$ cat config.mk
export PLATFORM = sky130hd
export DESIGN_NAME = rtpv_cfg_flat
export DESIGN_NICKNAME = d
export VERILOG_FILES = /design/src/rtl/core/rtpv_pkg.sv /design/src/rtl/core/rtpv_if.sv /design/src/rtl/core/rtpv_cfg.sv /design/src/flat_wrapper.sv
export SDC_FILE = /design/constraint.sdc
export NUM_CORES = 2
export LEC_CHECK = 0
export ABC_CLOCK_PERIOD_IN_PS = 6000
export BUFFER_PORTS_ARGS = -buffer_cell sky130_fd_sc_hd__buf_4
export CORE_UTILIZATION = 45
export CTS_CLUSTER_SIZE = 12
export DETAILED_ROUTE_END_ITERATION = 12
export PLACE_DENSITY_LB_ADDON = 0.12
export SLEW_MARGIN = 20
export SYNTH_ARGS = -nofsm -noshare
export SYNTH_HDL_FRONTEND = slang
export SYNTH_SLANG_ARGS = --single-unit
$ cat constraint.sdc
create_clock -name clk -period 6 [get_ports clk]
set_input_delay 0.9 -clock clk [delete_from_list [all_inputs] [get_ports clk]]
set_output_delay 0.9 -clock clk [all_outputs]
set_load 0.005 [all_outputs]
$ cat src/rtl/core/rtpv_pkg.sv
package rtpv_pkg;

  // field widths
  localparam int ID_W   = 6;
  localparam int POS_W  = 20;
  localparam int VEL_W  = 16;
  localparam int LIM_W  = 19;
  localparam int VAR_W  = 24;

  // configuration port
  localparam int CFG_IW = 4;
  localparam int CFG_DW = 20;
  localparam logic [CFG_IW-1:0] CFG_OFFSET_X = 4'd0;
  localparam logic [CFG_IW-1:0] CFG_OFFSET_Y = 4'd1;
  localparam logic [CFG_IW-1:0] CFG_NEAR     = 4'd2;
  localparam logic [CFG_IW-1:0] CFG_FAR      = 4'd3;

  localparam logic [LIM_W-1:0] NEAR_RST = 19'd2560;
  localparam logic [LIM_W-1:0] FAR_RST  = 19'd6400;

  localparam int POS_FRAC_BITS_DEF = 8;
  localparam int FIFO_DEPTH_DEF    = 4;

  // arithmetic widths
  localparam int LSQ_W       = 2 * LIM_W;
  localparam int SQ_W        = 2 * POS_W;
  localparam int RAD_SH      = 20;
  localparam int ROOT_W      = (SQ_W + RAD_SH) / 2;
  localparam int REM_W       = ROOT_W + 4;
  localparam int QUO_W       = 24;
  localparam int DREM_W      = ROOT_W + 1;
  localparam int DIV_INIT_SH = 8;
  localparam int ET_W        = 28;
  localparam int SUM30_W     = 30;
  localparam int SIG_W       = 28;
  localparam int SIGSQ_W     = 2 * SIG_W;
  localparam int RECIP3_SH   = 33;
  localparam int SIG_SAT_SUM = 805306368;

  localparam logic [QUO_W-1:0] ER_NEAR_Q24 = 24'd4194304;
  localparam logic [QUO_W-1:0] ER_FAR_Q24  = 24'd8388608;
  localparam logic [ET_W-1:0]  ET_WIDE_Q32   = 28'd149922641;
  localparam logic [ET_W-1:0]  ET_MID_Q32    = 28'd74961321;
  localparam logic [ET_W-1:0]  ET_NARROW_Q32 = 28'd37480660;
  localparam logic [31:0]      RECIP3        = 32'hAAAAAAAB;
  localparam logic [SIGSQ_W:0] VAR_RND       = (SIGSQ_W + 1)'(64'h80000000);
  localparam logic [VAR_W-1:0] VAR_MAX       = 24'hFFFFFF;

  localparam logic signed [POS_W-1:0] POS_MIN = {1'b1, {(POS_W-1){1'b0}}};
  localparam logic signed [POS_W-1:0] POS_MAX = {1'b0, {(POS_W-1){1'b1}}};

  typedef enum logic [1:0] {
    ET_WIDE,
    ET_MID,
    ET_NARROW
  } et_zone_t;

  typedef struct packed {
    logic signed [POS_W-1:0] off_x;
    logic signed [POS_W-1:0] off_y;
    logic [LSQ_W-1:0]        near_sq;
    logic [LSQ_W-1:0]        far_sq;
  } cfg_t;

  // one classified track, as queued between front and back
  typedef struct packed {
    logic [ID_W-1:0]         id;
    logic [POS_W-1:0]        ax;
    logic [POS_W-1:0]        ay;
    logic [SQ_W-1:0]         sq;
    logic                    er_far;
    et_zone_t                zone;
    logic signed [POS_W-1:0] aln_x;
    logic signed [POS_W-1:0] aln_y;
    logic signed [VEL_W-1:0] vel_x;
    logic signed [VEL_W-1:0] vel_y;
    logic signed [VEL_W-1:0] acc_x;
    logic                    last;
  } trk_t;

  function automatic logic [ET_W-1:0] et_q32(et_zone_t z);
    logic [ET_W-1:0] v;
    case (z)
      ET_WIDE:   v = ET_WIDE_Q32;
      ET_MID:    v = ET_MID_Q32;
      ET_NARROW: v = ET_NARROW_Q32;
      default:   v = ET_NARROW_Q32;
    endcase
    return v;
  endfunction

endpackage

$ cat src/rtl/core/rtpv_if.sv


interface rtpv_cfg_if import rtpv_pkg::*; ();
  logic              valid;
  logic              ready;
  logic [CFG_IW-1:0] index;
  logic [CFG_DW-1:0] data;

  modport source (output valid, index, data, input ready);
  modport sink   (input valid, index, data, output ready);
endinterface

$ cat src/rtl/core/rtpv_cfg.sv
module rtpv_cfg import rtpv_pkg::*; (
  input  logic       clk,
  input  logic       rst_n,
  rtpv_cfg_if.sink   cfg_ch,
  output cfg_t       cfg
);

  logic signed [POS_W-1:0] off_x_r, off_y_r;
  logic [LIM_W-1:0]        near_r, far_r;
  logic [LSQ_W-1:0]        near_sq_r, far_sq_r;

  assign cfg_ch.ready = 1'b1;

  always_ff @(posedge clk) begin
    if (!rst_n) begin
      off_x_r   <= '0;
      off_y_r   <= '0;
      near_r    <= NEAR_RST;
      far_r     <= FAR_RST;
      near_sq_r <= LSQ_W'(NEAR_RST) * LSQ_W'(NEAR_RST);
      far_sq_r  <= LSQ_W'(FAR_RST) * LSQ_W'(FAR_RST);
    end else begin
      if (cfg_ch.valid && cfg_ch.ready) begin
        case (cfg_ch.index)
          CFG_OFFSET_X: off_x_r <= cfg_ch.data[POS_W-1:0];
          CFG_OFFSET_Y: off_y_r <= cfg_ch.data[POS_W-1:0];
          CFG_NEAR:     near_r  <= cfg_ch.data[LIM_W-1:0];
          CFG_FAR:      far_r   <= cfg_ch.data[LIM_W-1:0];
          default: begin
          end
        endcase
      end
      // squared limits follow the bounds in the next cycle
      near_sq_r <= near_r * near_r;
      far_sq_r  <= far_r * far_r;
    end
  end

  assign cfg.off_x   = off_x_r;
  assign cfg.off_y   = off_y_r;
  assign cfg.near_sq = near_sq_r;
  assign cfg.far_sq  = far_sq_r;

endmodule

$ cat src/flat_wrapper.sv
// flat-port wrapper written by rule: the top's interface ports become plain ports
module rtpv_cfg_flat import rtpv_pkg::*;
  (clk, rst_n, cfg, cfg_ch_valid, cfg_ch_index, cfg_ch_data, cfg_ch_ready);
  rtpv_cfg_if cfg_ch_i ();
  input  logic clk;
  input  logic rst_n;
  output cfg_t cfg;
  input wire logic [$bits(cfg_ch_i.valid)-1:0] cfg_ch_valid;
  input wire logic [$bits(cfg_ch_i.index)-1:0] cfg_ch_index;
  input wire logic [$bits(cfg_ch_i.data)-1:0] cfg_ch_data;
  output wire logic [$bits(cfg_ch_i.ready)-1:0] cfg_ch_ready;
  assign cfg_ch_i.valid = cfg_ch_valid;
  assign cfg_ch_i.index = cfg_ch_index;
  assign cfg_ch_i.data = cfg_ch_data;
  assign cfg_ch_ready = cfg_ch_i.ready;
  rtpv_cfg u_core (.clk(clk), .rst_n(rst_n), .cfg_ch(cfg_ch_i), .cfg(cfg));
endmodule
==> impl_summary.txt <==
----------------------------------------------------
[Yosys]
  Fraction of the mapped netlist area in adder cells ... 51.2%
  Prevailing post-synth register cell ... sky130_fd_sc_hd__dfxtp_1
  Number of enable-type register cells in the synthesized netlist ... 0
  Count leader, synth ... sky130_fd_sc_hd__inv_1
  Mapped Avg Cell Area ... 8.83 µm²
  Area share of and/or/nand/nor cells after synthesis ... 13.5%
  Fraction of the yosys area taken by sequential cells ... 12.0%
  Post-synthesis mux area share ... 0.442%
  Cell type with the largest total area after synthesis ... sky130_fd_sc_hd__fa_1
  Number of distinct library cell variants in the gate-level netlist after synthesis ... 70
  Cell Area, Synth ... 0.0255 mm²
  Warnings, synthesis ... 0
  Cell types with the highest counts after synthesis ... 721 x sky130_fd_sc_hd__inv_1, 497 x sky130_fd_sc_hd__fa_1, 414 x sky130_fd_sc_hd__nand2_1
  Dominant combinational cell family by area after synthesis ... adder cells
  Compound-gate portion of the synthesized area ... 7.83%
  Asr flop ratio synth ... 0%
  XOR/XNOR Fraction of Synth Area ... 2.51%
  Synth top area share ... 39.1%
  Largest cells by area after synthesis ... sky130_fd_sc_hd__fa_1 39%, sky130_fd_sc_hd__ha_1 12%, sky130_fd_sc_hd__dfxtp_1 12%
  Synthesized netlist cell count ... 2881
  Synthesis-stage register bit count ... 152

[Cells and area]
  Ratio of cells with drive above 1 in the final layout ... 18.6%
  Final #Nets ... 3953
  Area added between synthesis and finish ... 19.5%
  Fillers ... 5276
  Antenna Cells ... 0

[Critical path]
  Endpoint required time on the critical path ... 6.43 ns
  Crit start category ... flip-flop
  Setup CP Type ... flip-flop to flip-flop
  Critical path's largest stage delay ... 0.55 ns
  Data arrival at the endpoint of the critical path ... 6.28 ns
  Sequence of cells on the critical path ... nand2_1, fa_1, inv_1, fa_1, inv_1, fa_1, inv_1, fa_1, fa_1, inv_1, fa_1, inv_1, ha_4, and3_4, nand2_2, o21ai_4, nand4_4, o31ai_4, a211oi_2, o31ai_2, mux2i_1
  CP Capture Type ... flip-flop
  Slowest cell on the critical path ... sky130_fd_sc_hd__fa_1
  Largest fanout on the critical path ... 11
  Top cell by count, worst path ... sky130_fd_sc_hd__fa_1

[STA]
  Setup TNS ... 0 ns
  Highest achievable clock rate ... 171 MHz
  Tightest Pin Transition ... 1.02 ns
  Number of endpoints failing setup at the final stage ... 0
  Hold violation total from the final report ... 0
  RSZ-0062 raised after global routing ... true
  Clock period minus worst slack ... 5.85 ns
  Slew Limit Fails ... 0
  Worst slew margin relative to its limit ... 32.3%
  Period utilization ... 97.5%
  Max Clock Skew ... 0.0155 ns
  Post-route setup slack ... 0.150 ns

[Clocking]
  Clock transition at path regs ... 0.08 ns
  CTS Hold Buffers Added ... 0
  Clock tree root buffer cell ... sky130_fd_sc_hd__clkbuf_16
  Maximum number of buffers from clock root to sink ... 2
  Later-pin clock latency in the skew report ... 0.49 ns
  # H-tree levels ... 4
  CTS tree ... yes
  Number of buffers created by CTS ... 17
  Count of clock tree sinks ... 152

[Global routing]
  First-pass GRT wire length ... 111000 µm
  Antenna violations before repair ... 0
  Via count of the first global-routing pass ... 21428
  Total overflow reported by the global router ... 0
  Pin count of the biggest net entering global routing ... 82
  Overall track demand over capacity in global routing ... 25.2%

[Detailed routing]
  Total number of vias ... 19788
  Iteration-0 DRC Markers ... 891
  Total wire length after detailed routing ... 68400 µm
  Per-cell via count in the routed design ... 5.02
  Remaining design rule violation count ... 0
  Final antenna-violating net count ... 0
  Detailed-router iteration count before antenna repair ... 5
  Wirelength per Cell ... 17.3 µm

[Pwr]
  Switch share ... 31.6%
  Largest vdd supply drop ... 0.235 mV
  Switching Power ... 882 µW
  Pwr dens ... 91.9 mW/mm²
  Internal power ... 1910 µW
  Share of total power in the clock network ... 43.1%
  Part of the total power dissipated in combinational logic ... 19.6%
  Sequential fraction of design power ... 37.4%
  Leakage power ... 0.0167 µW

[Die]
  Standard-cell rows ... 86
  Count of boundary I/O pins ... 144
  Die area ... 0.0575 mm²
  Die Width ... 240 µm
  Overall die height ... 240 µm
  Core Area ... 0.0555 mm²
  Initial core utilization ... 45.8%

[Job]
  # Max-Cap Violations ... 0

[Placed design]
  Gpl congestion ... 0.875
  PortBufs ... 140
  Pre-CTS WS ... -0.255 ns
  Post-DP HPWL ... 56800 µm

[Outcome]
  Outcome ... complete, no violations

[Min path]
  Classification of the worst-slack hold path ... flip-flop to flip-flop

----------------------------------------------------
==> through the flow <==
step	utilization (%)	cells	power, µW	hold WS (ns)	area (µm²)
global placement	51.9	3886	1580	0.442	28800
CTS	53.2	3919	2800	0.458	29600
floorplan	-	2882	1360	0.453	25500
global route	54.8	3944	2930	0.480	30400
detailed placement	51.9	3886	1590	0.449	28800
finish	54.8	3944	2800	0.454	30400
==> layer usage <==
metal  track usage (%)  share of wire, %  vias to the layer above
met5                 0                 0                        -
met4              6.87               2.0                        0
met3              4.44               6.2                       71
met2              43.5                50                      518
met1              32.4                42                    10009
li1                  -                 -                     9190
==> registers in the layout, indices dropped and copies added (netlist names) <==
signal	cells
u_core.near_sq_r	37
u_core.far_r	19
u_core.near_r	19
u_core.far_sq_r	37
u_core.off_y_r	20
u_core.off_x_r	20
==> worst max-delay path: cells and delay by family (launching register included) <==
| family | cells | cell delay, ns |
|---|---|---|
| and+or+nand+nor | 4 | 0.61 |
| buffers and inverters | 5 | 0.29 |
| muxes | 1 | 0.20 |
| AOI/OAI and AO/OA | 4 | 0.92 |
| DFF | 1 | 0.44 |
| adders and majority gates | 7 | 3.30 |
==> final cells by class <==
cell class | count | area [µm²] | share of cell area [%]
sequential | 152 | 3130 | 10.3
multi-input combinational | 1891 | 19800 | 65.2
inverter | 722 | 2720 | 8.93
timing repair buffer | 399 | 3190 | 10.5
clock inverter | 13 | 179 | 0.588
tap | 748 | 936 | 3.08
clock buffer | 19 | 443 | 1.46
==> cells by family (layout without fill, tap and decap cells) <==
family,Yosys count,count (layout)
simple gates,752,752
compound gates,309,309
fa+ha+maj,743,743
flops,152,152
xor+xnor,73,73
buf+inv,839,1153
mux,11,11
other cells,2,3
==> repair_timing <==
item,4_1_cts,5_1_grt
hold endpoints to repair,0,0
buffers inserted,1,24
pin swaps,5,73
resized for setup,32,159
endpoints found under the setup margin,26,40
==> power groups by stage <==
| stage | sequential [µW] | clock (µW) | combinational [µW] |
|---|---|---|---|
| detailed placement | 1070 | 0 | 513 |
| finish | 1040 | 1200 | 548 |
| floorplan | 1070 | 0 | 293 |
| global placement | 1070 | 0 | 508 |
| global route | 1050 | 1270 | 613 |
| CTS | 1050 | 1240 | 517 |
==> layout by cell type, fill, tap and decap left out, types with 16 or more instances in the layout <==
master and instances:
sky130_fd_sc_hd__inv_1 717, sky130_fd_sc_hd__fa_1 485, sky130_fd_sc_hd__nand2_1 403, sky130_fd_sc_hd__buf_4 371, sky130_fd_sc_hd__ha_1 225, sky130_fd_sc_hd__and2_1 130
sky130_fd_sc_hd__a21oi_1 130, sky130_fd_sc_hd__dfxtp_1 122, sky130_fd_sc_hd__nor2_1 91, sky130_fd_sc_hd__a21o_1 54, sky130_fd_sc_hd__xnor2_1 46, sky130_fd_sc_hd__xor2_1 27
sky130_fd_sc_hd__o21ai_0 23, sky130_fd_sc_hd__dfxtp_4 18, sky130_fd_sc_hd__clkbuf_16 17, sky130_fd_sc_hd__ha_4 16, sky130_fd_sc_hd__buf_6 16
==> final timing paths <==
check | startpoint | to | slack (ns) | cells past startpoint
setup / recovery | u_core.far_r[10] | u_core.far_sq_r[34] | 0.15 | 21
hold / removal | u_core.off_x_r[3] | u_core.off_x_r[3] | 0.45 | 2
setup reg to reg | u_core.far_r[10] | u_core.far_sq_r[34] | 0.15 | 21
hold reg to reg | u_core.off_x_r[3] | u_core.off_x_r[3] | 0.45 | 2
No activity file was read; power rests on OpenSTA's default activity.
