[src/rtl/core/rtpv_pkg.sv]
package rtpv_pkg;

  // field widths
  localparam int ID_W   = 6;
  localparam int POS_W  = 20;
  localparam int VEL_W  = 16;
  localparam int LIM_W  = 19;
  localparam int VAR_W  = 24;

  // configuration port
  localparam int CFG_IW = 4;
  localparam int CFG_DW = 20;
  localparam logic [CFG_IW-1:0] CFG_OFFSET_X = 4'd0;
  localparam logic [CFG_IW-1:0] CFG_OFFSET_Y = 4'd1;
  localparam logic [CFG_IW-1:0] CFG_NEAR     = 4'd2;
  localparam logic [CFG_IW-1:0] CFG_FAR      = 4'd3;

  localparam logic [LIM_W-1:0] NEAR_RST = 19'd2560;
  localparam logic [LIM_W-1:0] FAR_RST  = 19'd6400;

  localparam int POS_FRAC_BITS_DEF = 8;
  localparam int FIFO_DEPTH_DEF    = 4;

  // arithmetic widths
  localparam int LSQ_W       = 2 * LIM_W;
  localparam int SQ_W        = 2 * POS_W;
  localparam int RAD_SH      = 20;
  localparam int ROOT_W      = (SQ_W + RAD_SH) / 2;
  localparam int REM_W       = ROOT_W + 4;
  localparam int QUO_W       = 24;
  localparam int DREM_W      = ROOT_W + 1;
  localparam int DIV_INIT_SH = 8;
  localparam int ET_W        = 28;
  localparam int SUM30_W     = 30;
  localparam int SIG_W       = 28;
  localparam int SIGSQ_W     = 2 * SIG_W;
  localparam int RECIP3_SH   = 33;
  localparam int SIG_SAT_SUM = 805306368;

  localparam logic [QUO_W-1:0] ER_NEAR_Q24 = 24'd4194304;
  localparam logic [QUO_W-1:0] ER_FAR_Q24  = 24'd8388608;
  localparam logic [ET_W-1:0]  ET_WIDE_Q32   = 28'd149922641;
  localparam logic [ET_W-1:0]  ET_MID_Q32    = 28'd74961321;
  localparam logic [ET_W-1:0]  ET_NARROW_Q32 = 28'd37480660;
  localparam logic [31:0]      RECIP3        = 32'hAAAAAAAB;
  localparam logic [SIGSQ_W:0] VAR_RND       = (SIGSQ_W + 1)'(64'h80000000);
  localparam logic [VAR_W-1:0] VAR_MAX       = 24'hFFFFFF;

  localparam logic signed [POS_W-1:0] POS_MIN = {1'b1, {(POS_W-1){1'b0}}};
  localparam logic signed [POS_W-1:0] POS_MAX = {1'b0, {(POS_W-1){1'b1}}};

  typedef enum logic [1:0] {
    ET_WIDE,
    ET_MID,
    ET_NARROW
  } et_zone_t;

  typedef struct packed {
    logic signed [POS_W-1:0] off_x;
    logic signed [POS_W-1:0] off_y;
    logic [LSQ_W-1:0]        near_sq;
    logic [LSQ_W-1:0]        far_sq;
  } cfg_t;

  // one classified track, as queued between front and back
  typedef struct packed {
    logic [ID_W-1:0]         id;
    logic [POS_W-1:0]        ax;
    logic [POS_W-1:0]        ay;
    logic [SQ_W-1:0]         sq;
    logic                    er_far;
    et_zone_t                zone;
    logic signed [POS_W-1:0] aln_x;
    logic signed [POS_W-1:0] aln_y;
    logic signed [VEL_W-1:0] vel_x;
    logic signed [VEL_W-1:0] vel_y;
    logic signed [VEL_W-1:0] acc_x;
    logic                    last;
  } trk_t;

  function automatic logic [ET_W-1:0] et_q32(et_zone_t z);
    logic [ET_W-1:0] v;
    case (z)
      ET_WIDE:   v = ET_WIDE_Q32;
      ET_MID:    v = ET_MID_Q32;
      ET_NARROW: v = ET_NARROW_Q32;
      default:   v = ET_NARROW_Q32;
    endcase
    return v;
  endfunction

endpackage

[src/rtl/core/rtpv_if.sv]
interface rtpv_in_if import rtpv_pkg::*; ();
  logic                    valid;
  logic                    ready;
  logic [ID_W-1:0]         trk_id;
  logic signed [POS_W-1:0] point0_x;
  logic signed [POS_W-1:0] point0_y;
  logic signed [POS_W-1:0] point1_y;
  logic signed [VEL_W-1:0] vel_x;
  logic signed [VEL_W-1:0] vel_y;
  logic signed [VEL_W-1:0] accel_x;
  logic                    last_track;

  modport source (output valid, trk_id, point0_x, point0_y, point1_y, vel_x, vel_y,
                  accel_x, last_track, input ready);
  modport sink   (input valid, trk_id, point0_x, point0_y, point1_y, vel_x, vel_y,
                  accel_x, last_track, output ready);
endinterface


[src/rtl/core/rtpv_front.sv]
module rtpv_front import rtpv_pkg::*; (
  input  logic     clk,
  input  logic     rst_n,
  rtpv_in_if.sink  in_ch,
  input  cfg_t     cfg,
  input  logic     q_full,
  output logic     push,
  output trk_t     push_word
);

  function automatic logic signed [POS_W-1:0] sat_add(logic signed [POS_W-1:0] a,
                                                      logic signed [POS_W-1:0] b);
    logic signed [POS_W:0] s;
    s = {a[POS_W-1], a} + {b[POS_W-1], b};
    if (s[POS_W] != s[POS_W-1]) return s[POS_W] ? POS_MIN : POS_MAX;
    return s[POS_W-1:0];
  endfunction

  logic              adv;
  logic              v1_r, v2_r, v3_r;
  trk_t              s1_r, s2_r, s3_r;
  trk_t              s1_nxt, s3_nxt;
  logic [SQ_W-1:0]   ax2_r, ay2_r;
  logic [POS_W:0]    ysum;
  logic [POS_W-1:0]  y;

  // hold everything while the queue is full
  assign adv         = !q_full;
  assign in_ch.ready = adv;
  assign push        = v3_r && adv;
  assign push_word   = s3_r;

  always_comb begin
    ysum = {in_ch.point0_y[POS_W-1], in_ch.point0_y} +
           {in_ch.point1_y[POS_W-1], in_ch.point1_y};
    y    = ysum[POS_W:1];
    s1_nxt        = '0;
    s1_nxt.id     = in_ch.trk_id;
    s1_nxt.ax     = in_ch.point0_x[POS_W-1] ? (~in_ch.point0_x + 1'b1) : in_ch.point0_x;
    s1_nxt.ay     = y[POS_W-1] ? (~y + 1'b1) : y;
    s1_nxt.aln_x  = sat_add(in_ch.point0_x, cfg.off_x);
    s1_nxt.aln_y  = sat_add(y, cfg.off_y);
    s1_nxt.vel_x  = in_ch.vel_x;
    s1_nxt.vel_y  = in_ch.vel_y;
    s1_nxt.acc_x  = in_ch.accel_x;
    s1_nxt.last   = in_ch.last_track;
  end

  always_comb begin
    s3_nxt        = s2_r;
    s3_nxt.sq     = ax2_r + ay2_r;
    s3_nxt.er_far = s3_nxt.sq > SQ_W'(cfg.far_sq);
    if (s3_nxt.sq <= SQ_W'(cfg.near_sq)) begin
      s3_nxt.zone = ET_WIDE;
    end else if (s3_nxt.sq < SQ_W'(cfg.far_sq)) begin
      s3_nxt.zone = ET_MID;
    end else begin
      s3_nxt.zone = ET_NARROW;
    end
  end

  always_ff @(posedge clk) begin
    if (!rst_n) begin
      v1_r <= 1'b0;
      v2_r <= 1'b0;
      v3_r <= 1'b0;
    end else if (adv) begin
      v1_r <= in_ch.valid;
      v2_r <= v1_r;
      v3_r <= v2_r;
    end
  end

  always_ff @(posedge clk) begin
    if (adv) begin
      s1_r  <= s1_nxt;
      s2_r  <= s1_r;
      ax2_r <= s1_r.ax * s1_r.ax;
      ay2_r <= s1_r.ay * s1_r.ay;
      s3_r  <= s3_nxt;
    end
  end

endmodule

[src/flat_wrapper.sv]
// flat-port wrapper written by rule: the top's interface ports become plain ports
module rtpv_front_flat import rtpv_pkg::*;
  (clk, rst_n, cfg, q_full, push, push_word, in_ch_valid, in_ch_trk_id, in_ch_point0_x, in_ch_point0_y, in_ch_point1_y, in_ch_vel_x, in_ch_vel_y, in_ch_accel_x, in_ch_last_track, in_ch_ready);
  rtpv_in_if in_ch_i ();
  input  logic clk;
  input  logic rst_n;
  input  cfg_t cfg;
  input  logic q_full;
  output logic push;
  output trk_t push_word;
  input wire logic [$bits(in_ch_i.valid)-1:0] in_ch_valid;
  input wire logic [$bits(in_ch_i.trk_id)-1:0] in_ch_trk_id;
  input wire logic [$bits(in_ch_i.point0_x)-1:0] in_ch_point0_x;
  input wire logic [$bits(in_ch_i.point0_y)-1:0] in_ch_point0_y;
  input wire logic [$bits(in_ch_i.point1_y)-1:0] in_ch_point1_y;
  input wire logic [$bits(in_ch_i.vel_x)-1:0] in_ch_vel_x;
  input wire logic [$bits(in_ch_i.vel_y)-1:0] in_ch_vel_y;
  input wire logic [$bits(in_ch_i.accel_x)-1:0] in_ch_accel_x;
  input wire logic [$bits(in_ch_i.last_track)-1:0] in_ch_last_track;
  output wire logic [$bits(in_ch_i.ready)-1:0] in_ch_ready;
  assign in_ch_i.valid = in_ch_valid;
  assign in_ch_i.trk_id = in_ch_trk_id;
  assign in_ch_i.point0_x = in_ch_point0_x;
  assign in_ch_i.point0_y = in_ch_point0_y;
  assign in_ch_i.point1_y = in_ch_point1_y;
  assign in_ch_i.vel_x = in_ch_vel_x;
  assign in_ch_i.vel_y = in_ch_vel_y;
  assign in_ch_i.accel_x = in_ch_accel_x;
  assign in_ch_i.last_track = in_ch_last_track;
  assign in_ch_ready = in_ch_i.ready;
  rtpv_front u_core (.clk(clk), .rst_n(rst_n), .in_ch(in_ch_i), .cfg(cfg), .q_full(q_full), .push(push), .push_word(push_word));
endmodule
[config.mk]
export PLATFORM = sky130hd
export DESIGN_NAME = rtpv_front_flat
export DESIGN_NICKNAME = d
export VERILOG_FILES = /design/src/rtl/core/rtpv_pkg.sv /design/src/rtl/core/rtpv_if.sv /design/src/rtl/core/rtpv_front.sv /design/src/flat_wrapper.sv
export SDC_FILE = /design/constraint.sdc
export NUM_CORES = 2
export LEC_CHECK = 0
export BUFFER_PORTS_ARGS = -buffer_cell sky130_fd_sc_hd__buf_2
export CORE_AREA = 2 2 343 345
export CTS_CLUSTER_SIZE = 16
export DETAILED_ROUTE_END_ITERATION = 16
export DIE_AREA = 0 0 345 347
export PLACE_DENSITY_LB_ADDON = 0.05
export SLEW_MARGIN = 20
export SYNTH_ARGS = -nofsm -noshare
export SYNTH_HDL_FRONTEND = slang
export SYNTH_SLANG_ARGS = --single-unit
[constraint.sdc]
create_clock -name clk -period 22 [get_ports clk]
set_input_delay 4.4 -clock clk [delete_from_list [all_inputs] [get_ports clk]]
set_output_delay 4.4 -clock clk [all_outputs]
set_load 0.02 [all_outputs]
==> flow_metrics.env <==
export IMPL_outcome="finished, final reports clean"
export IMPL_crit_slowest_cell="inv_8"
export IMPL_synthAdderAreaFrac=0.374
export IMPL_initial_core_util=0.399
export IMPL_skew_ns=0.0334
export IMPL_wl_per_cell_um=19.0
export IMPL_final_antenna_net_count=0
export IMPL_fin_crit_ns=9.68
export IMPL_grt_antenna_before_repair=6
export IMPL_synth_top_family_by_area="adder cells"
export IMPL_clock_sinks=527
export IMPL_viasPerCell=4.96
export IMPL_cp_common_cell="buf_2"
export IMPL_slew_headroom=0.281
export IMPL_clk_pin_slew_ns=0.05
export IMPL_clock_fmax_mhz=103
export IMPL_synth_fp_nets=5353
export IMPL_die_y_um=347
export IMPL_place_gp_congestion=0.841
export IMPL_synth_cell_types=73
export IMPL_dieArea_mm2=0.120
export IMPL_cts_tree="yes"
export IMPL_die_w_um=345
export IMPL_async_flop_share=0
export IMPL_rows=125
export IMPL_drt_iter0_drc=1807
export IMPL_yosysWarnings=0
export IMPL_ys_ff_latch=527
export IMPL_rsz0062_at_grt="no"
export IMPL_syn_inst=4080
export IMPL_syn2layout_area_growth_pct=13.4
export IMPL_portBuffers=414
export IMPL_crit_chain="buf_2 > inv_8 > buf_2"
export IMPL_drv_cap=0
export IMPL_grt_max_degree=155
export IMPL_grt_pass1_wl_um=183000
export IMPL_synth_compound_area_share=0.0797
export IMPL_crit_type="in -> out"
export IMPL_root_buffer="clkbuf_16"
export IMPL_clockBufferDepth=3
export IMPL_avgSynthCellArea_um2=11.3
export IMPL_hpwl_um=90500
export IMPL_grt_pass1_vias=31900
export IMPL_setup_viol=0
export IMPL_min_period_over_period=0.440
export IMPL_grt_usage=0.198
export IMPL_final_common_cell="inv_1"
export IMPL_start_kind="input pin"
export IMPL_synth_edff_count=524
export IMPL_tritoncts_num_buffers=66
export IMPL_dp_slack_ns=12.30
export IMPL_io_pin_count=415
export IMPL_cp_top_family="buffers and inverters"
export IMPL_critPathCaptureType="output pin"
export IMPL_hold_class="reg -> reg"
export IMPL_drcViolationCount=0
export IMPL_routed_wl_um=116000
export IMPL_firstDrtPassIters=5
export IMPL_grt_ovfl_total=0
export IMPL_vias=30200
export IMPL_fin_ws_ns=12.32
export IMPL_slew_viol_final=0
export IMPL_cts_hold_buffers=0
export IMPL_syn_area_mm2=0.0461
export IMPL_max_stage_delay_ns=0.32
export IMPL_cp_num_buf_inv=3
export IMPL_seq_area_frac_synth=0.342
export IMPL_cp_arrival_ns=5.28
export IMPL_synthMuxAreaShare=0.00206
export IMPL_synth_flop_cell="edfxtp_1"
export IMPL_max_slew_worst_pin_slew_ns=1.08
export IMPL_fin_setup_tns_ns=0
export IMPL_clkLatencyLatePin_ns=0.65
export IMPL_final_util=0.452
export IMPL_post_cts_setup_buffers=0
export IMPL_fin_nets=5784
export IMPL_drive_gt1_frac=0.132
export IMPL_worst_ep_required_time_ns=17.60
export IMPL_crit_path_max_fanout=56
export IMPL_cts_htree_levels=3
export IMPL_finalHoldViolations=0
export IMPL_yosys_area_share_simple=0.0862
export IMPL_cts_resized=0
export IMPL_core_area_mm2=0.116
export IMPL_synth_xor_area_frac=0.0423
export IMPL_layout_common_cells="inv_1, fa_1, edfxtp_1"
per-layer routing:
metal	wire (µm)	up-vias	share of wire	GRT usage
li1	-	14300	-	-
met1	53700	15000	0.46	0.279
met2	53400	678	0.46	0.319
met3	6560	104	0.057	0.0346
met4	1940	4	0.017	0.0448
met5	21	-	0.00018	0
cells in the mapped netlist, drive strengths merged (4+ instances only):
cell type / count / share of area
nand2: 320 / 0.026
o41ai: 7 / 0.0021
or2: 10 / 0.0014
a41oi: 5 / 0.00095
a2111oi: 5 / 0.00095
o31a: 4 / 0.00076
mux2i: 5 / 0.0011
maj3: 5 / 0.0011
buf: 6 / 0.00054
mux2: 4 / 0.00098
nand4: 28 / 0.0038
xnor2: 160 / 0.030
and4: 5 / 0.00095
a311oi: 4 / 0.00076
inv: 801 / 0.065
a21oi: 176 / 0.019
ha: 477 / 0.13
a221oi: 8 / 0.0015
o311ai: 5 / 0.00095
nor4: 7 / 0.00095
a31o: 8 / 0.0015
o31ai: 14 / 0.0026
nand3: 37 / 0.0041
a21boi: 4 / 0.00065
nor2b: 34 / 0.0046
xor2: 63 / 0.012
nor2: 114 / 0.0093
nand2b: 31 / 0.0042
a2111o: 4 / 0.00098
a31oi: 22 / 0.0030
nor3: 27 / 0.0033
clkbuf: 92 / 0.0075
edfxtp: 524 / 0.34
o21bai: 20 / 0.0033
fa: 561 / 0.24
or3: 11 / 0.0016
or4: 8 / 0.0013
o21a: 24 / 0.0039
a211oi: 15 / 0.0024
a211o: 4 / 0.00076
a21o: 98 / 0.016
and3: 20 / 0.0027
and2: 154 / 0.021
o211ai: 9 / 0.0015
o21ai: 109 / 0.012
cells by family after synthesis:
group | count (synthesis)
AO/OA/AOI/OAI | 567
AND/OR/NAND/NOR | 812
multiplexers | 9
buffers and inverters | 899
adder cells (fa/ha/maj) | 1043
XOR/XNOR | 223
flip-flops | 527
sequential cells by signal (all words and copies together) (netlist names):
register,count
u_core.s2_r,133
u_core.v2_r,1
u_core.s1_r,135
u_core.v3_r,1
u_core.v1_r,1
u_core.ay2_r,39
u_core.push_word,178
u_core.ax2_r,39
layout make-up:
cell class,instances,area [µm²]
Antenna cell,1,2.50
Clock buffer,74,1700
Clock inverter,46,472
Fill cell,11100,63400
Inverter,801,3010
Multi-Input combinational cell,2654,27000
Sequential cell,527,15800
Tap cell,1524,1910
Timing Repair Buffer,461,2440
final timing paths:
kind,depth (start not counted),end,start,slack [ns]
max,3,in_ch_ready,q_full,12.32
min,0,u_core.push_word[86],u_core.s2_r[86],0.41
max reg2reg,21,u_core.ax2_r[34],u_core.s1_r[158],13.57
min reg2reg,0,u_core.push_word[86],u_core.s2_r[86],0.41
per-stage QoR:
step                      instances  hold WS, ns  instance area (µm²)
after floorplan                4080        0.400                46100
after global placement         5967        0.400                50100
after detailed placement       5967        0.405                50100
after CTS                      6087        0.397                52300
after global routing           6087        0.417                52300
final                          6088        0.408                52300
worst reg2reg max path: stages (launching register included):
cell      delay, ns
edfxtp_1       0.95
inv_1          0.39
nor2_1         0.33
fa_1           0.46
inv_1          0.09
fa_1           0.41
fa_1           0.52
inv_1          0.06
fa_1           0.44
fa_1           0.53
fa_1           0.44
fa_1           0.47
ha_1           0.42
nand2_1        0.13
nor3_1         0.43
nand4_1        0.15
o32ai_1        0.50
o21ai_0        0.32
o21ai_0        0.72
a21bo_2        0.25
a21oi_1        0.07
xnor2_1        0.13
Power is left out: the tool's default activity adds up to more than one toggle a clock period on the data nets, which glitch-free logic cannot reach.
