File: config.mk
export PLATFORM = sky130hd
export DESIGN_NAME = rtpv_fifo
export DESIGN_NICKNAME = d
export VERILOG_FILES = /design/src/rtl/core/rtpv_pkg.sv /design/src/rtl/core/rtpv_fifo.sv
export SDC_FILE = /design/constraint.sdc
export NUM_CORES = 1
export LEC_CHECK = 0
export BUFFER_PORTS_ARGS = -buffer_cell sky130_fd_sc_hd__buf_2
export CAP_MARGIN = 40
export CORE_MARGIN = 5
export CORE_UTILIZATION = 54
export CTS_BUF_LIST = sky130_fd_sc_hd__clkbuf_2
export CTS_CLUSTER_SIZE = 40
export DETAILED_ROUTE_END_ITERATION = 6
export PLACE_DENSITY = 0.8
export SLEW_MARGIN = 20
export SYNTH_ARGS = -nofsm -noshare
export SYNTH_HDL_FRONTEND = slang
export SYNTH_SLANG_ARGS = --single-unit
File: constraint.sdc
create_clock -name clk -period 11.55 [get_ports clk]
set_input_delay 0.5775 -clock clk [delete_from_list [all_inputs] [get_ports clk]]
set_output_delay 0.5775 -clock clk [all_outputs]
set_load 0.02 [all_outputs]
File: src/rtl/core/rtpv_pkg.sv
package rtpv_pkg;

  // field widths
  localparam int ID_W   = 6;
  localparam int POS_W  = 20;
  localparam int VEL_W  = 16;
  localparam int LIM_W  = 19;
  localparam int VAR_W  = 24;

  // configuration port
  localparam int CFG_IW = 4;
  localparam int CFG_DW = 20;
  localparam logic [CFG_IW-1:0] CFG_OFFSET_X = 4'd0;
  localparam logic [CFG_IW-1:0] CFG_OFFSET_Y = 4'd1;
  localparam logic [CFG_IW-1:0] CFG_NEAR     = 4'd2;
  localparam logic [CFG_IW-1:0] CFG_FAR      = 4'd3;

  localparam logic [LIM_W-1:0] NEAR_RST = 19'd2560;
  localparam logic [LIM_W-1:0] FAR_RST  = 19'd6400;

  localparam int POS_FRAC_BITS_DEF = 8;
  localparam int FIFO_DEPTH_DEF    = 4;

  // arithmetic widths
  localparam int LSQ_W       = 2 * LIM_W;
  localparam int SQ_W        = 2 * POS_W;
  localparam int RAD_SH      = 20;
  localparam int ROOT_W      = (SQ_W + RAD_SH) / 2;
  localparam int REM_W       = ROOT_W + 4;
  localparam int QUO_W       = 24;
  localparam int DREM_W      = ROOT_W + 1;
  localparam int DIV_INIT_SH = 8;
  localparam int ET_W        = 28;
  localparam int SUM30_W     = 30;
  localparam int SIG_W       = 28;
  localparam int SIGSQ_W     = 2 * SIG_W;
  localparam int RECIP3_SH   = 33;
  localparam int SIG_SAT_SUM = 805306368;

  localparam logic [QUO_W-1:0] ER_NEAR_Q24 = 24'd4194304;
  localparam logic [QUO_W-1:0] ER_FAR_Q24  = 24'd8388608;
  localparam logic [ET_W-1:0]  ET_WIDE_Q32   = 28'd149922641;
  localparam logic [ET_W-1:0]  ET_MID_Q32    = 28'd74961321;
  localparam logic [ET_W-1:0]  ET_NARROW_Q32 = 28'd37480660;
  localparam logic [31:0]      RECIP3        = 32'hAAAAAAAB;
  localparam logic [SIGSQ_W:0] VAR_RND       = (SIGSQ_W + 1)'(64'h80000000);
  localparam logic [VAR_W-1:0] VAR_MAX       = 24'hFFFFFF;

  localparam logic signed [POS_W-1:0] POS_MIN = {1'b1, {(POS_W-1){1'b0}}};
  localparam logic signed [POS_W-1:0] POS_MAX = {1'b0, {(POS_W-1){1'b1}}};

  typedef enum logic [1:0] {
    ET_WIDE,
    ET_MID,
    ET_NARROW
  } et_zone_t;

  typedef struct packed {
    logic signed [POS_W-1:0] off_x;
    logic signed [POS_W-1:0] off_y;
    logic [LSQ_W-1:0]        near_sq;
    logic [LSQ_W-1:0]        far_sq;
  } cfg_t;

  // one classified track, as queued between front and back
  typedef struct packed {
    logic [ID_W-1:0]         id;
    logic [POS_W-1:0]        ax;
    logic [POS_W-1:0]        ay;
    logic [SQ_W-1:0]         sq;
    logic                    er_far;
    et_zone_t                zone;
    logic signed [POS_W-1:0] aln_x;
    logic signed [POS_W-1:0] aln_y;
    logic signed [VEL_W-1:0] vel_x;
    logic signed [VEL_W-1:0] vel_y;
    logic signed [VEL_W-1:0] acc_x;
    logic                    last;
  } trk_t;

  function automatic logic [ET_W-1:0] et_q32(et_zone_t z);
    logic [ET_W-1:0] v;
    case (z)
      ET_WIDE:   v = ET_WIDE_Q32;
      ET_MID:    v = ET_MID_Q32;
      ET_NARROW: v = ET_NARROW_Q32;
      default:   v = ET_NARROW_Q32;
    endcase
    return v;
  endfunction

endpackage

File: src/rtl/core/rtpv_fifo.sv
module rtpv_fifo import rtpv_pkg::*; #(
  parameter int DEPTH = FIFO_DEPTH_DEF
) (
  input  logic clk,
  input  logic rst_n,
  input  logic push,
  input  trk_t push_word,
  output logic full,
  input  logic take,
  output logic head_valid,
  output trk_t head
);

  localparam int AW = (DEPTH > 1) ? $clog2(DEPTH) : 1;
  localparam int CW = $clog2(DEPTH + 1);

  trk_t            mem [DEPTH];
  logic [AW-1:0]   wr_ptr_r, rd_ptr_r;
  logic [CW-1:0]   count_r;
  logic            head_valid_r;
  trk_t            head_r;
  logic            load;

  assign full       = count_r == CW'(DEPTH);
  assign load       = (count_r != '0) && (!head_valid_r || take);
  assign head_valid = head_valid_r;
  assign head       = head_r;

  always_ff @(posedge clk) begin
    if (!rst_n) begin
      wr_ptr_r     <= '0;
      rd_ptr_r     <= '0;
      count_r      <= '0;
      head_valid_r <= 1'b0;
    end else begin
      if (push) wr_ptr_r <= (wr_ptr_r == AW'(DEPTH - 1)) ? '0 : wr_ptr_r + 1'b1;
      if (load) rd_ptr_r <= (rd_ptr_r == AW'(DEPTH - 1)) ? '0 : rd_ptr_r + 1'b1;
      count_r <= count_r + CW'(push) - CW'(load);
      if (load) begin
        head_valid_r <= 1'b1;
      end else if (take) begin
        head_valid_r <= 1'b0;
      end
    end
  end

  always_ff @(posedge clk) begin
    if (push) mem[wr_ptr_r] <= push_word;
    if (load) head_r <= mem[rd_ptr_r];
  end

  a_count_bound: assert property (@(posedge clk) disable iff (!rst_n)
    count_r <= CW'(DEPTH))
    else $error("queue count beyond depth");

  a_no_push_full: assert property (@(posedge clk) disable iff (!rst_n)
    !(push && full))
    else $error("word pushed into full queue");

  a_head_hold: assert property (@(posedge clk) disable iff (!rst_n)
    (head_valid_r && !take) |=> (head_valid_r && $stable(head_r)))
    else $error("waiting head word changed");

endmodule

==> out/results.tsv, run 1 <==
stage	metric	value	unit
global_routing	initial antenna violation count	11	
global_routing	first-pass GRT wire length	105000	um
route	DR pass1 iterations	6	
route	DRT antenna net count	0	
timing	Final WS setup	8660	ps
clock_tree	TritonCTS clock tree	built	
timing	unrepaired setup endpoints after global routing	no	
place	pre-CTS setup slack	8360	ps
clock_tree	clock transition at the registers of the reported paths	120	ps
synthesis	Cell variety after synth	21	
timing	Worst Tran Pin Value	1130	ps
final_layout	layout cell share with drive strength beyond 1	40.5	%
die	Die H	251	um
timing	final setup violation count	0	
clock_tree	Clock Tree Root	clkbuf_2	
setup_path	crit path max fanout	100	
pwr	PD cells	220	nW/um^2
synthesis	Synth Cell Area	31500	sq um
setup_path	WS Path Type	reg2reg	
timing	slew margin rel.	24.3	%
timing	total negative slack	0	ps
route	metal2 WL	36200	um
route	vias after detailed routing	16000	
final_layout	commonest cells after routing, fill and taps aside	edfxtp_1 (890), dlygate4sd3_1 (362), buf_2 (361)	
timing	final max-slew violation count	0	
final_layout	# nets final	2259	
clock_tree	htree depth	4	
route	Top Layer Used	met4	
clock_tree	hold_buf cts	362	
global_routing	vias in the first global route	17700	
global_routing	largest net degree at the start of global routing	158	
synthesis	Syn Inst Count	1158	
die	Core Area	57700	sq um
pwr	leakage	14.1	nW
setup_path	CP arrival	3990	ps
die	I/O pin count	362	
setup_path	CP Capture Type	flip-flop	
min_path	hold crit path type	in2reg	
timing	Fmax	0.346	GHz
place	GPL Wtd Cong	0.733	
final_layout	commonest non-fill, non-tap cell in the layout	edfxtp_1	
route	DR iter-0 viols	1105	
min_path	hold depth	4	
final_layout	Layout area overhead	27.2	%
place	Placed Area	34300	sq um
route	met3 routed WL	6080	um
die	initial core utilization	54.5	%
route	Avg Vias per Cell	5.28	
synthesis	FF+latch count, synth	898	
clock_tree	CTS Sinks	898	
clock_tree	clock tree buffer depth	3	
clock_tree	clk_lat worst skew	1430	ps
final_layout	Final Instance Area	40000	sq um
synthesis	Post-Synthesis Net Count	1348	
route	final WL	68400	um
global_routing	Congestion Overflow GR	0	
pwr	Peak VDD IR	0.000299	V
synthesis	register area share after synthesis	85.4	%
global_routing	gr usage total	22.0	%
timing	Tmin final	2890	ps
clock_tree	post-cts repair resize count	0	
place	DP HPWL	35600	um
setup_path	Critical Path RT	12650	ps
run	maxcap violations	0	
clock_tree	CTS Buf Count	203	
die	row cnt	88	
route	Routed WL per cell	22.6	um
synthesis	Syn Area/Cell	27.2	sq um
timing	Hold Vio Cnt, Final	0	
timing	Worst Skew	86.8	ps
place	port bufs	361	
die	die width	251	um
timing	Min Hold Slack	207	ps
synthesis	Synth warnings	0	
setup_path	CP startpoint kind	flip-flop	
route	DRC errors left	0	
route	met1 wire length	24800	um
setup_path	r2r worst-path depth	4	
die	die footprint	63200	sq um
timing	period utilization	25.1	%
clock_tree	setup bufs post-CTS	0	
run_status	status	finished, final reports clean	
==> flip-flops by register name, indices dropped and copies added, names as in the netlist <==
name / count
count_r: 3
head: 178
head_valid: 1
mem: 712
rd_ptr_r: 2
wr_ptr_r: 2
==> power breakdown <==
part	switching (W)	leakage (nW)	total [W]	internal (W)
clock	0.00123	1.52	0.00208	0.000849
combinational	0.00131	4.25	0.00224	0.000929
sequential	0.000214	8.34	0.00447	0.00425
==> synth_stat cells <==
master | count | area, sq um
ha_1 | 7 | 87.6
a21oi_1 | 1 | 5.00
nor2b_1 | 2 | 12.5
xnor2_1 | 1 | 8.76
nor2_1 | 2 | 7.51
mux2i_1 | 4 | 40.0
and3_1 | 1 | 6.26
buf_2 | 21 | 105
inv_1 | 7 | 26.3
clkbuf_1 | 7 | 26.3
nand2_1 | 5 | 18.8
edfxtp_1 | 890 | 26700
fa_1 | 1 | 20.0
mux4_2 | 178 | 4010
and2_1 | 7 | 43.8
buf_6 | 12 | 135
xor2_1 | 1 | 8.76
nor3_1 | 1 | 5.00
buf_4 | 1 | 7.51
dfxtp_1 | 8 | 160
a21boi_0 | 1 | 7.51
==> cell type report <==
class / count / area, sq um
diodes: 15 / 37.5
clock inverters: 66 / 423
well taps: 765 / 957
repair buffers: 747 / 5790
multi-input cells: 212 / 4300
clock buffers: 317 / 1590
fillers: 3487 / 17700
inverters: 7 / 26.3
flip-flops and latches: 898 / 26900
==> stage by stage <==
step	util, %	total power (W)	std cells
finish	69.4	0.00879	3027
global route	69.3	0.00924	3020
CTS	69.2	0.00882	3011
detailed placement	59.5	0.00668	2266
global placement	59.2	0.00660	2257
floorplan	-	0.00600	1158
==> per-layer routing <==
layer,global-route usage [%],vias to the layer above
met1,26.9,8199
met5,0,-
met2,37.1,694
met3,8.17,102
met4,7.02,0
li1,-,7001
==> worst max-delay path: stages, from the launching register on <==
cell and delay (ps):
dfxtp_4 680, buf_12 680, buf_4 310, buf_16 280
mux4_2 590
==> kinds of logic after synthesis <==
| kind of cell | count (synthesis) | share of synthesized area, % |
|---|---|---|
| multiplexers | 182 | 12.9 |
| adder cells (fa/ha/maj) | 8 | 0.342 |
| buffers and inverters | 48 | 0.954 |
| AO/OA/AOI/OAI | 2 | 0.0398 |
| XOR/XNOR | 2 | 0.0557 |
| AND/OR/NAND/NOR | 18 | 0.298 |
| flip-flops | 898 | 85.4 |
==> path summary, 6_finish.rpt <==
kind	slack, ps	start	to
worst max register to register	8660	rd_ptr_r[0]$_SDFFE_PN0P_	head[15]$_DFFE_PP_
worst max-delay path	8660	rd_ptr_r[0]$_SDFFE_PN0P_	head[15]$_DFFE_PP_
worst min-delay path	210	push	count_r[0]$_SDFF_PN0_
worst min register to register	570	wr_ptr_r[1]$_SDFFE_PN0P_	wr_ptr_r[1]$_SDFFE_PN0P_
(Power assumes the default switching activity.)
==> run 2, diff against run 1 <==
Settings changed: CORE_UTILIZATION 54 to 60, PLACE_DENSITY 0.8 to 0.84.
Clock period 11.55 ns to 3 ns, I/O delays scaled along.
==> out/results.tsv, run 2 <==
stage	metric	value	unit
die	row cnt	84	
synthesis	Post-synth EDFFs	890	
place	port bufs	361	
die	die width	239	um
synthesis	top cell type's share of synthesized area	84.9	%
place	DP HPWL	36700	um
place	Inst Count DP	2197	
synthesis	Syn Inst Count	1158	
synthesis	cell taking the most area after synthesis	edfxtp_1	
synthesis	most used flip-flop cell after synthesis	edfxtp_1	
synthesis	top-count cell post-synth	edfxtp_1	
clock_tree	CTS Buf Count	204	
die	Die H	239	um
synthesis	Synth warnings	0	
synthesis	Post-synth ARST share	0	%
die	I/O pin count	362	
synthesis	FF+latch count, synth	898	
clock_tree	CTS Sinks	898	
synthesis	Post-Synthesis Net Count	1348	
clock_tree	clock tree buffer depth	3	
run_status	status	aborted with a tool error	
synthesis	Cell variety after synth	21	
run_status	Last stage	4_1_cts	
die	initial core utilization	60.2	%
synthesis	Synth Cell Area	31500	sq um
clock_tree	Clock Tree Root	clkbuf_2	
clock_tree	post-cts repair resize count	0	
clock_tree	hold_buf cts	514	
synthesis	Syn Area/Cell	27.2	sq um
place	GPL Wtd Cong	0.747	
synthesis	commonest cells in the netlist	edfxtp_1 (890), mux4_2 (178), buf_2 (21)	
run_status	Tool Error	[ERROR RSZ-0060] Max buffer count reached.	
synthesis	register area share after synthesis	85.4	%
clock_tree	setup bufs post-CTS	0	
clock_tree	htree depth	4	
synthesis	synth top area cells	edfxtp_1 (85%), mux4_2 (13%), dfxtp_1 (0.51%)	
## run 2: cell counts after synthesis
Identical to the previous run, type by type.
## run 2: stage by stage
step           hold slack (ps)  worst slack [ps]  utilization (%)  cell area, sq um
2_1_floorplan              249             -1740                -             31500
3_3_place_gp               360              1040             65.9             34400
3_5_place_dp               365              1000             65.9             34400
## run 2: logic make-up after synthesis
group                    synth area share [%]
XOR/XNOR                               0.0557
multiplexers                             12.9
buffers and inverters                   0.954
adder cells (fa/ha/maj)                 0.342
AO/OA/AOI/OAI                          0.0398
flip-flops                               85.4
AND/OR/NAND/NOR                         0.298
==> run 3, diff against run 2 <==
Settings changed: CORE_UTILIZATION 60 to 40, CTS_BUF_LIST sky130_fd_sc_hd__clkbuf_2 to not set, CTS_CLUSTER_SIZE 40 to not set, PLACE_DENSITY 0.84 to not set, PLACE_DENSITY_LB_ADDON set to 0.15.
==> out/results.tsv, run 3 (synthesis results as in run 1) <==
stage	metric	value	unit
run_status	status	finished, final reports clean	
min_path	Hold Path Origin	push_word[38]	
clock_tree	htree depth	3	
final_layout	commonest non-fill, non-tap cell in the layout	edfxtp_1	
final_layout	max reg flops	712	
route	final WL	65500	um
die	die width	290	um
place	port bufs	361	
timing	period utilization	64.1	%
route	DRC errors left	0	
timing	final setup violation count	0	
setup_path	critical path's top delay family	adder cells	
clock_tree	TritonCTS clock tree	built	
clock_tree	clock transition at the registers of the reported paths	60	ps
min_path	end point of the worst hold path	mem[3][38]$_DFFE_PP_	
timing	Tmin final	1920	ps
clock_tree	clock tree buffer depth	3	
setup_path	slowest stage delay, CP	370	ps
setup_path	WS Path Type	reg2reg	
final_layout	Multi-input gate area	4320	sq um
setup_path	crit path max fanout	3	
timing	Worst Skew	30.0	ps
place	pre-CTS setup slack	1040	ps
setup_path	crit path cell chain	nor3_2 > a21oi_4 > ha_1 > inv_2 > ha_4 > fa_1 > xnor2_1 > and2_1	
run	maxcap violations	0	
final_layout	layout cell share with drive strength beyond 1	39.0	%
die	Core Area	77700	sq um
place	DP HPWL	38700	um
final_layout	Layout area overhead	26.6	%
route	DR iter-0 viols	748	
setup_path	CP Capture Type	flip-flop	
timing	slew margin rel.	56.1	%
die	I/O pin count	362	
clock_tree	clk_lat worst skew	640	ps
final_layout	Largest Register	mem	
min_path	hold depth	2	
clock_tree	CTS Buf Count	94	
setup_path	cell with the largest stage delay on the worst path	fa_1	
timing	Hold Vio Cnt, Final	0	
die	die footprint	84400	sq um
global_routing	largest net degree at the start of global routing	84	
setup_path	sum of buffers and inverters on the critical path	1	
timing	final max-slew violation count	0	
global_routing	vias in the first global route	15900	
route	vias after detailed routing	14200	
final_layout	Fillers	6205	
global_routing	initial antenna violation count	5	
final_layout	commonest cells after routing, fill and taps aside	edfxtp_1 (890), buf_2 (361), dlygate4sd3_1 (182)	
final_layout	# nets final	1989	
route	Avg Vias per Cell	4.88	
pwr	PD cells	936	nW/um^2
clock_tree	Clock Tree Root	clkbuf_16	
setup_path	Worst R2R Start	count_r[1]$_SDFF_PN0_	
die	initial core utilization	40.5	%
global_routing	gr usage total	15.5	%
route	DR pass1 iterations	4	
global_routing	first-pass GRT wire length	99400	um
setup_path	CP startpoint kind	flip-flop	
clock_tree	CTS Sinks	898	
pwr	Pwr Total	0.0373	W
die	row cnt	102	
clock_tree	post-cts repair resize count	0	
pwr	Peak VDD IR	0.000543	V
place	GPL Wtd Cong	0.682	
place	Inst Count DP	2561	
final_layout	FF+latch area	26900	sq um
timing	Fmax	0.520	GHz
pwr	leakage	13.5	nW
timing	Min Hold Slack	254	ps
setup_path	r2r endpoint	count_r[2]$_SDFF_PN0_	
setup_path	CP arrival	2440	ps
final_layout	final std cells w/o fill	2917	
timing	unrepaired setup endpoints after global routing	no	
route	DRT antenna net count	0	
setup_path	R2R setup slack	1080	ps
die	Die H	290	um
min_path	hold crit path type	in2reg	
setup_path	r2r worst-path depth	8	
global_routing	Congestion Overflow GR	0	
timing	Worst Tran Pin Value	659	ps
route	Routed WL per cell	22.5	um
setup_path	Critical Path RT	3510	ps
timing	Final WS setup	1080	ps
run 3: worst register-to-register path, stage by stage, from the launching register on:
cell and delay [ps]:
dfxtp_2 340, nor3_2 280, a21oi_4 50, ha_1 300, inv_2 50, ha_4 150
fa_1 370, xnor2_1 130, and2_1 150
run 3: area by class of cell:
type,count,area share (%)
timing repair buffer,586,10.5
tap,1040,3.27
clock inverter,57,1.66
clock buffer,113,6.13
inverter,7,0.0659
sequential,898,67.5
multi-input combinational,212,10.8
antenna,4,0.0251
run 3: worst max-delay path by stage:
stage	from	to	slack, ps	cells past startpoint
after floorplan	head_valid$_SDFFE_PN0P_	count_r[1]$_SDFF_PN0_	-1740	6
after global placement	rd_ptr_r[0]$_SDFFE_PN0P_	head[114]$_DFFE_PP_	1040	2
after detailed placement	rd_ptr_r[0]$_SDFFE_PN0P_	head[103]$_DFFE_PP_	1040	2
after CTS	rd_ptr_r[0]$_SDFFE_PN0P_	head[103]$_DFFE_PP_	1050	2
after global routing	rd_ptr_r[0]$_SDFFE_PN0P_	head[127]$_DFFE_PP_	980	2
final	count_r[1]$_SDFF_PN0_	count_r[2]$_SDFF_PN0_	1080	8
run 3: power by group:
| part | switching, W | leakage, nW | internal (W) |
|---|---|---|---|
| sequential | 0.000667 | 8.34 | 0.0164 |
| combinational | 0.00521 | 3.61 | 0.00351 |
| clock | 0.00473 | 1.50 | 0.00679 |
| total | 0.0106 | 13.5 | 0.0267 |
run 3: metrics by stage:
stage	setup TNS, ps	instance area, sq um	util [%]
6_report	0	39800	51.3
5_1_grt	0	39800	51.3
4_1_cts	0	39800	51.3
3_5_place_dp	0	34900	44.9
3_3_place_gp	0	34900	44.9
2_1_floorplan	-148300	31500	-
run 3: what timing repair did:
item                      CTS  global route
hold endpoints to repair  720             0
hold buffers              182             0
buffers inserted            0             0
run 3: layer usage:
layer	up-vias	GRT usage, %	part of all wire (%)
met5	-	0	0.020
met4	2	4.11	2.3
met3	111	4.46	6.4
met2	361	26.3	51
met1	7489	19.7	41
li1	6273	-	-
